**config.mk**
```make
export PLATFORM = sky130hd
export DESIGN_NAME = spi_command_frame_parser_flat
export DESIGN_NICKNAME = d
export VERILOG_FILES = /design/src/hw/rtl/scfp_pkg.sv /design/src/hw/rtl/scfp_req_if.sv /design/src/hw/rtl/scfp_rsp_if.sv /design/src/hw/rtl/scfp_core.sv /design/src/hw/rtl/spi_command_frame_parser.sv /design/src/flat_wrapper.sv
export VERILOG_INCLUDE_DIRS = /design/src /design/src/hw/rtl
export SDC_FILE = /design/constraint.sdc
export NUM_CORES = 1
export LEC_CHECK = 0
export ABC_AREA = 1
export BUFFER_PORTS_ARGS = -buffer_cell sky130_fd_sc_hd__buf_2
export CORE_ASPECT_RATIO = 1.25
export CORE_UTILIZATION = 62
export CTS_CLUSTER_SIZE = 20
export DETAILED_ROUTE_END_ITERATION = 8
export HOLD_SLACK_MARGIN = 0.05
export PLACE_DENSITY_LB_ADDON = 0.15
export SLEW_MARGIN = 20
export SYNTH_ARGS = -nofsm -noshare
export SYNTH_HDL_FRONTEND = slang
export SYNTH_SLANG_ARGS = --single-unit
export TNS_END_PERCENT = 100
```
**constraint.sdc**
```tcl
create_clock -name clock -period 2.15 [get_ports clock]
set_clock_uncertainty 0.15 [all_clocks]
set_input_delay 0.1075 -clock clock [delete_from_list [all_inputs] [get_ports clock]]
set_output_delay 0.1075 -clock clock [all_outputs]
set_load 0.05 [all_outputs]
```
**src/hw/rtl/spi_command_frame_parser_assert.svh**
```systemverilog
// Assertion macros used by the top-level RTL of the command frame parser.
`ifndef SPI_COMMAND_FRAME_PARSER_ASSERT_SVH
`define SPI_COMMAND_FRAME_PARSER_ASSERT_SVH

// The consequent must hold in the same cycle as the antecedent.
`define SCFP_ASSERT_IMPLIES(label, clk, rst, ante, cons, msg) \
   label: assert property (@(posedge clk) disable iff (rst) (ante) |-> (cons)) \
      else $error(msg);

// The consequent must hold in the cycle after the antecedent.
`define SCFP_ASSERT_NEXT(label, clk, rst, ante, cons, msg) \
   label: assert property (@(posedge clk) disable iff (rst) (ante) |=> (cons)) \
      else $error(msg);

`endif

```
**src/hw/rtl/scfp_pkg.sv**
```systemverilog
`default_nettype none

package scfp_pkg;

   localparam int unsigned BODY_LEN = 9;
   localparam int unsigned IDX_W    = $clog2(BODY_LEN);

   localparam logic [IDX_W-1:0] BODY_FIRST = IDX_W'(0);
   localparam logic [IDX_W-1:0] BODY_LAST  = IDX_W'(BODY_LEN - 1);

   localparam logic [7:0] CHAR_M     = 8'h4D;
   localparam logic [7:0] CHAR_A     = 8'h41;
   localparam logic [7:0] CHAR_S     = 8'h53;
   localparam logic [7:0] CHAR_PLUS  = 8'h2B;
   localparam logic [7:0] CHAR_AMP   = 8'h26;

   // Element 0 is the first byte of the frame body.
   typedef logic [0:BODY_LEN-1][7:0] body_type;

   localparam body_type CMD_SET = "+SET+RBT&";
   localparam body_type CMD_CLR = "+CLR+RBT&";

   localparam logic [1:0] KIND_OTHER = 2'd0;
   localparam logic [1:0] KIND_SET   = 2'd1;
   localparam logic [1:0] KIND_CLEAR = 2'd2;

   typedef struct packed {
      logic       frame_done;
      logic [1:0] command_kind;
   } result_type;

   function automatic logic [1:0] classify(input body_type body);
      logic [1:0] kind;
      kind = KIND_OTHER;
      if (body == CMD_SET) begin
         kind = KIND_SET;
      end else if (body == CMD_CLR) begin
         kind = KIND_CLEAR;
      end
      return kind;
   endfunction

endpackage

`default_nettype wire

```
**src/hw/rtl/scfp_req_if.sv**
```systemverilog
`default_nettype none

interface scfp_req_if;
   logic       valid;
   logic       ready;
   logic [7:0] rx_byte;

   modport source (output valid, output rx_byte, input ready);
   modport sink   (input valid, input rx_byte, output ready);
endinterface

`default_nettype wire

```
**src/hw/rtl/scfp_rsp_if.sv**
```systemverilog
`default_nettype none

interface scfp_rsp_if;
   logic       valid;
   logic       ready;
   logic       frame_done;
   logic [1:0] command_kind;

   modport source (output valid, output frame_done, output command_kind, input ready);
   modport sink   (input valid, input frame_done, input command_kind, output ready);
endinterface

`default_nettype wire

```
**src/hw/rtl/scfp_core.sv**
```systemverilog
`default_nettype none

// Header hunt, body store and command compare. The state advances on step.
module scfp_core (
   input  wire logic                 clock,
   input  wire logic                 reset,
   input  wire logic                 step,
   input  wire logic [7:0]           rx_byte,
   output scfp_pkg::result_type      result
);

   typedef enum logic [1:0] {
      ST_HUNT,
      ST_EXPECT_A,
      ST_EXPECT_S,
      ST_BODY
   } state_type;

   state_type                         state_ff, state_in;
   logic [scfp_pkg::IDX_W-1:0]        idx_ff, idx_in;
   scfp_pkg::body_type                body_ff, body_in;
   scfp_pkg::body_type                candidate;
   logic                              close;
   logic                              bad_start;

   always_comb begin
      candidate = body_ff;
      if (state_ff == ST_BODY) begin
         candidate[idx_ff] = rx_byte;
      end
      bad_start = (idx_ff == scfp_pkg::BODY_FIRST) && (rx_byte != scfp_pkg::CHAR_PLUS);
      close     = (state_ff == ST_BODY) && !bad_start &&
                  ((idx_ff == scfp_pkg::BODY_LAST) || (rx_byte == scfp_pkg::CHAR_AMP));

      result.frame_done   = close;
      result.command_kind = close ? scfp_pkg::classify(candidate) : scfp_pkg::KIND_OTHER;
   end

   always_comb begin
      state_in = state_ff;
      idx_in   = idx_ff;
      body_in  = body_ff;
      case (state_ff)
         ST_EXPECT_A: begin
            state_in = (rx_byte == scfp_pkg::CHAR_A) ? ST_EXPECT_S : ST_HUNT;
         end
         ST_EXPECT_S: begin
            state_in = (rx_byte == scfp_pkg::CHAR_S) ? ST_BODY : ST_HUNT;
            idx_in   = scfp_pkg::BODY_FIRST;
         end
         ST_BODY: begin
            if (bad_start) begin
               state_in = ST_HUNT;
            end else if (close) begin
               // The store is cleared so a short next frame compares against zeros.
               state_in = ST_HUNT;
               body_in  = '0;
            end else begin
               body_in  = candidate;
               idx_in   = idx_ff + 1'b1;
            end
         end
         default: begin
            state_in = (rx_byte == scfp_pkg::CHAR_M) ? ST_EXPECT_A : ST_HUNT;
         end
      endcase
   end

   always_ff @(posedge clock) begin
      if (reset) begin
         state_ff <= ST_HUNT;
         idx_ff   <= scfp_pkg::BODY_FIRST;
         body_ff  <= '0;
      end else if (step) begin
         state_ff <= state_in;
         idx_ff   <= idx_in;
         body_ff  <= body_in;
      end
   end

endmodule

`default_nettype wire

```
**src/hw/rtl/spi_command_frame_parser.sv**
```systemverilog
// Command frame parser for bytes received over a serial link. Each beat on
// req_chan carries one received byte, and every byte yields exactly one beat
// on rsp_chan, in order. The parser hunts for the header "MAS"; a wrong header
// byte sends it back to the hunt without that byte being checked again as 'M'.
// The first body byte must be '+', else the parser returns to the hunt. Up to
// nine body bytes are collected, and the frame closes on '&' or on the ninth
// byte. The closing beat reports frame_done = 1 and command_kind 1 for
// "+SET+RBT&", 2 for "+CLR+RBT&" and 0 for anything else; all other beats
// report zeros. Throughput is one byte per clock cycle while rsp_chan does
// not stall. A byte is captured in the input register, processed by the core
// once the result register has room, and presented on rsp_chan from the
// result register. req_chan.ready drops only while both registers hold a
// beat and rsp_chan stalls. There is no initialization sweep after reset.

`default_nettype none

`include "spi_command_frame_parser_assert.svh"

module spi_command_frame_parser (
   input  wire logic  clock,
   input  wire logic  reset,
   scfp_req_if.sink   req_chan,
   scfp_rsp_if.source rsp_chan
);

   // Input register.
   logic       in_valid_ff, in_valid_in;
   logic [7:0] in_byte_ff, in_byte_in;

   // Result register.
   logic                 out_valid_ff, out_valid_in;
   scfp_pkg::result_type out_ff, out_in;

   scfp_pkg::result_type core_result;
   logic                 out_free;
   logic                 step;
   logic                 accept;

   // The result register can take a new beat when it is empty or being drained.
   assign out_free = !out_valid_ff || rsp_chan.ready;
   // A held byte is processed whenever the result register has room.
   assign step     = in_valid_ff && out_free;
   assign req_chan.ready = !in_valid_ff || out_free;
   assign accept   = req_chan.valid && req_chan.ready;

   scfp_core u_core (
      .clock   (clock),
      .reset   (reset),
      .step    (step),
      .rx_byte (in_byte_ff),
      .result  (core_result)
   );

   always_comb begin
      in_valid_in = in_valid_ff;
      in_byte_in  = in_byte_ff;
      if (accept) begin
         in_valid_in = 1'b1;
         in_byte_in  = req_chan.rx_byte;
      end else if (step) begin
         in_valid_in = 1'b0;
      end

      out_valid_in = out_valid_ff;
      out_in       = out_ff;
      if (step) begin
         out_valid_in = 1'b1;
         out_in       = core_result;
      end else if (rsp_chan.ready) begin
         out_valid_in = 1'b0;
      end
   end

   always_ff @(posedge clock) begin
      if (reset) begin
         in_valid_ff  <= 1'b0;
         out_valid_ff <= 1'b0;
      end else begin
         in_valid_ff  <= in_valid_in;
         out_valid_ff <= out_valid_in;
      end
   end

   // Payload registers carry no reset; the valid flags qualify them.
   always_ff @(posedge clock) begin
      in_byte_ff <= in_byte_in;
      out_ff     <= out_in;
   end

   assign rsp_chan.valid        = out_valid_ff;
   assign rsp_chan.frame_done   = out_ff.frame_done;
   assign rsp_chan.command_kind = out_ff.command_kind;

   // A byte waiting behind a stalled result must stay put until processed.
   `SCFP_ASSERT_NEXT(a_in_hold, clock, reset, in_valid_ff && !out_free, in_valid_ff && $stable(in_byte_ff), "held input byte was lost or changed")

   // Every processed byte lands in the result register with the core's verdict.
   `SCFP_ASSERT_NEXT(a_step_result, clock, reset, step, out_valid_ff && (out_ff == $past(core_result)), "processed byte did not reach the result register")

   // A command kind is only reported on a frame-closing beat.
   `SCFP_ASSERT_IMPLIES(a_kind_needs_done, clock, reset, rsp_chan.valid && (rsp_chan.command_kind != scfp_pkg::KIND_OTHER), rsp_chan.frame_done, "command kind without a closed frame")

   // The reserved kind code never appears.
   `SCFP_ASSERT_IMPLIES(a_kind_legal, clock, reset, rsp_chan.valid, (rsp_chan.command_kind == scfp_pkg::KIND_OTHER) || (rsp_chan.command_kind == scfp_pkg::KIND_SET) || (rsp_chan.command_kind == scfp_pkg::KIND_CLEAR), "reserved command kind reported")

endmodule

`default_nettype wire

```
**src/flat_wrapper.sv**
```systemverilog
// flat-port wrapper written by rule: the top's interface ports become plain ports
module spi_command_frame_parser_flat 
  (clock, reset, req_chan_valid, req_chan_rx_byte, req_chan_ready, rsp_chan_valid, rsp_chan_frame_done, rsp_chan_command_kind, rsp_chan_ready);
  scfp_req_if req_chan_i ();
  scfp_rsp_if rsp_chan_i ();
  input  wire logic clock;
  input  wire logic reset;
  input wire logic [$bits(req_chan_i.valid)-1:0] req_chan_valid;
  input wire logic [$bits(req_chan_i.rx_byte)-1:0] req_chan_rx_byte;
  output wire logic [$bits(req_chan_i.ready)-1:0] req_chan_ready;
  output wire logic [$bits(rsp_chan_i.valid)-1:0] rsp_chan_valid;
  output wire logic [$bits(rsp_chan_i.frame_done)-1:0] rsp_chan_frame_done;
  output wire logic [$bits(rsp_chan_i.command_kind)-1:0] rsp_chan_command_kind;
  input wire logic [$bits(rsp_chan_i.ready)-1:0] rsp_chan_ready;
  assign req_chan_i.valid = req_chan_valid;
  assign req_chan_i.rx_byte = req_chan_rx_byte;
  assign req_chan_ready = req_chan_i.ready;
  assign rsp_chan_valid = rsp_chan_i.valid;
  assign rsp_chan_frame_done = rsp_chan_i.frame_done;
  assign rsp_chan_command_kind = rsp_chan_i.command_kind;
  assign rsp_chan_i.ready = rsp_chan_ready;
  spi_command_frame_parser u_core (.clock(clock), .reset(reset), .req_chan(req_chan_i), .rsp_chan(rsp_chan_i));
endmodule
```
==> summary.txt <==
Run status
  • Failing checks: design-rule violations
  • Outcome: finished with violations

Finish
  • Layout cell share with drive strength beyond 1: 20.79%
  • Final nets: 867
  • Final core utilization: 75.11%
  • Area grow syn2layout: 18.07%
  • Final Cell Area: 0.006155 mm2
  • Ant. Diodes: 0
  • Non-Filler Instances: 953

Global route
  • Remaining Overflow, GRT: 0
  • Vias in the first global route: 4,704
  • Global-route usage over all layers: 31.95%
  • Global-route wire length before repair: 22,090 um
  • Largest net degree at the start of global routing: 56
  • Initial antenna violation count: 0

Clock network
  • Longest Clk Path Bufs: 2
  • H-tree Lvls: 3
  • CTS root buffer: clkbuf_8
  • Worst skew pair latency: 0.37 ns
  • Num CTS Buffers: 9
  • TritonCTS clock tree: built
  • Sink Count: 91
  • Clk pin slew, worst setup/hold paths: 0.09 ns

Floorplan
  • Core footprint: 0.008194 mm2
  • Chip width: 84.01 um
  • Initial Util: 63.61%
  • Die height: 104.5 um
  • Top Ports: 17
  • Site Rows: 37
  • DIE AREA: 0.008780 mm2

Logic synthesis
  • Yosys reg bits: 91
  • Synth top area share: 30.72%
  • Largest cells by area after synthesis: dfxtp_1, nand2_1, a21oi_1
  • Most numerous cell in the Yosys netlist: nand2_1
  • Yosys warns: 0
  • Synth cell count leaders: nand2_1, a21oi_1, dfxtp_1
  • Distinct cells, synth: 32
  • Syn Std Cell Area: 0.005212 mm2
  • Synth async-reset ratio: 0%
  • Mean Syn Cell Area: 6.548 um2
  • Post-synthesis sequential area ratio: 37.06%
  • Post-Syn Nets: 812
  • Cells after Synth: 796
  • Yosys top cell by area: dfxtp_1
  • Main synth FF type: dfxtp_1
  • Number of synthesized flops with an enable pin: 11

Pwr
  • Worst vdd ir: 0.0006050 V
  • Power Density: 505.3 mW/mm2
  • Lkg Pwr: 2.673 nW

Setup path
  • Crit path buf inv count: 3
  • Critical path data arrival time: 2.23 ns
  • Slowest cell on the critical path: dfxtp_4
  • Crit path cell chain: inv_4 > buf_6 > ha_4 > inv_2 > nor2_4 > nand2_4 > o21ai_2 > nand2_1 > nor2_1 > nand2_1 > nor2_2 > nand3_1 > nor2_2
  • Crit path capture type: flop
  • Critical Path RT: 2.25 ns
  • Worst reg-to-reg path cell count: 13
  • CP startpoint kind: flop
  • R2R setup slack: 0.02 ns
  • CP peak stage delay: 0.38 ns
  • CP top delay family: simple AND/OR/NAND/NOR gates
  • Reg2reg start: u_core.u_core.idx_ff[0]$_SDFFE_PP0P_
  • FF-to-FF End: u_core.rsp_chan.command_kind[0]$_SDFFCE_PP0P_
  • Crit-path max FO: 7
  • WS Path Type: flop to flop

Timing
  • Minimum clock period: 2.130 ns
  • Final setup violation count: 0
  • Final hold viol count: 0
  • Max-slew violations: 0
  • F_max: 0.4694 GHz
  • Hold_ws: 0.2946 ns
  • Period utilization: 99.08%
  • Max_slew headroom: 74.77%
  • Slew @ Worst Pin: 0.3781 ns
  • Setup TNS: 0 ns
  • RSZ-0062 raised after global routing: yes

Hold path
  • Cells on Worst Hold Path: 2
  • WHS Endpoint: u_core.in_byte_ff[0]$_DFFE_PP_
  • Hold path start: req_chan_rx_byte[0]
  • Worst hold-check path type: input port to flop

Route
  • First drt pass iteration count: 8
  • DRT iter0 DRCs: 368
  • Drt wl/cell: 14.86 um
  • Avg Vias per Cell: 5.495
  • Via count: 5,237
  • Detail Route Antenna Nets: 0
  • Final wirelength: 14,160 um
  • Detailed-route DRC error count: 1

Placed design
  • IO buf count: 16
  • Placed insts: 916
  • Post-DP HPWL: 9434 um
  • Gpl congestion: 1.025
  • Placed Area: 0.005544 mm2

Job
  • Max Cap Violations: 0
[repair_timing]
item,in CTS,in global routing
pin swaps,1,28
hold buffers,14,0
endpoints found under the hold margin,17,0
cloned,1,3
buffers inserted,0,3
endpoints found under the setup margin,2,3
gates resized for setup,8,70
[layout by cell type, fill, tap and decap left out, types with 12 or more instances in the layout]
cell / instances
buf_4: 38
a21oi_1: 79
o21ai_2: 21
buf_2: 16
nand3_2: 12
nand3_1: 25
nor2_2: 12
nor2_1: 32
inv_1: 73
nand2_1: 337
dlygate4sd3_1: 14
dfxtp_1: 75
[state kept, by name (all words and copies together), names as in the netlist]
| signal | cells |
|---|---|
| u_core.in_byte_ff | 8 |
| u_core.in_valid_ff | 1 |
| u_core.rsp_chan.command_kind | 2 |
| u_core.rsp_chan.frame_done | 1 |
| u_core.rsp_chan.valid | 1 |
| u_core.u_core.body_ff | 72 |
| u_core.u_core.idx_ff | 4 |
| u_core.u_core.state_ff | 2 |
[power breakdown]
| group | switching, mW | internal [mW] |
|---|---|---|
| Sequential | 0.0195 | 1.73 |
| Clock | 0.612 | 0.535 |
| Combinational | 0.138 | 0.0728 |
| Total | 0.769 | 2.34 |
[how the worst max path moves through the flow]
| stage | to | start | cells past startpoint | slack (ns) |
|---|---|---|---|---|
| floorplan | u_core.in_byte_ff[0]$_DFFE_PP_ | u_core.rsp_chan.valid$_SDFFE_PP0P_ | 3 | 0.17 |
| global placement | u_core.rsp_chan.command_kind[0]$_SDFFCE_PP0P_ | u_core.u_core.idx_ff[1]$_SDFFE_PP0P_ | 13 | -0.06 |
| detailed placement | u_core.rsp_chan.command_kind[0]$_SDFFCE_PP0P_ | u_core.u_core.idx_ff[1]$_SDFFE_PP0P_ | 13 | -0.11 |
| CTS | u_core.rsp_chan.command_kind[0]$_SDFFCE_PP0P_ | u_core.u_core.idx_ff[1]$_SDFFE_PP0P_ | 11 | 0.00005 |
| global route | u_core.rsp_chan.command_kind[0]$_SDFFCE_PP0P_ | u_core.u_core.idx_ff[0]$_SDFFE_PP0P_ | 13 | -0.06 |
| finish | u_core.rsp_chan.command_kind[0]$_SDFFCE_PP0P_ | u_core.u_core.idx_ff[0]$_SDFFE_PP0P_ | 13 | 0.02 |
[per-layer routing]
layer / vias to the layer above / track usage, % / part of all wire (%)
li1: 2594 / - / -
met1: 2406 / 36.86 / 40
met2: 186 / 56.85 / 50
met3: 51 / 5.079 / 5.6
met4: 0 / 15.76 / 4.2
met5: - / 0 / 0
[cells by family (layout without fill, tap and decap cells)]
kind of cell	Yosys count	after routing	synth area share [%]
xor gates and xnor gates	1	1	0.1681
DFF	91	91	37.06
buffers and inverters	121	178	11.21
adders and majority gates	4	4	0.9602
and+or+nand+nor	454	457	37.54
AOI/OAI and AO/OA	125	125	13.06
[stage by stage]
step,setup slack [ns],total power [mW]
floorplan,0.1742,1.881
CTS,0.00004885,3.101
finish,0.01973,3.110
global route,-0.06487,3.179
global placement,-0.05912,1.965
detailed placement,-0.1079,1.968
[cell type report]
cell class | count | area [um2]
Clock buffer | 11 | 131.4
Clock inverter | 5 | 53.80
Fill cell | 685 | 2039
Inverter | 84 | 326.6
Multi-Input combinational cell | 587 | 2917
Sequential cell | 91 | 1943
Tap cell | 97 | 121.4
Timing Repair Buffer | 78 | 661.9
Power figures use the tool's default switching activity.
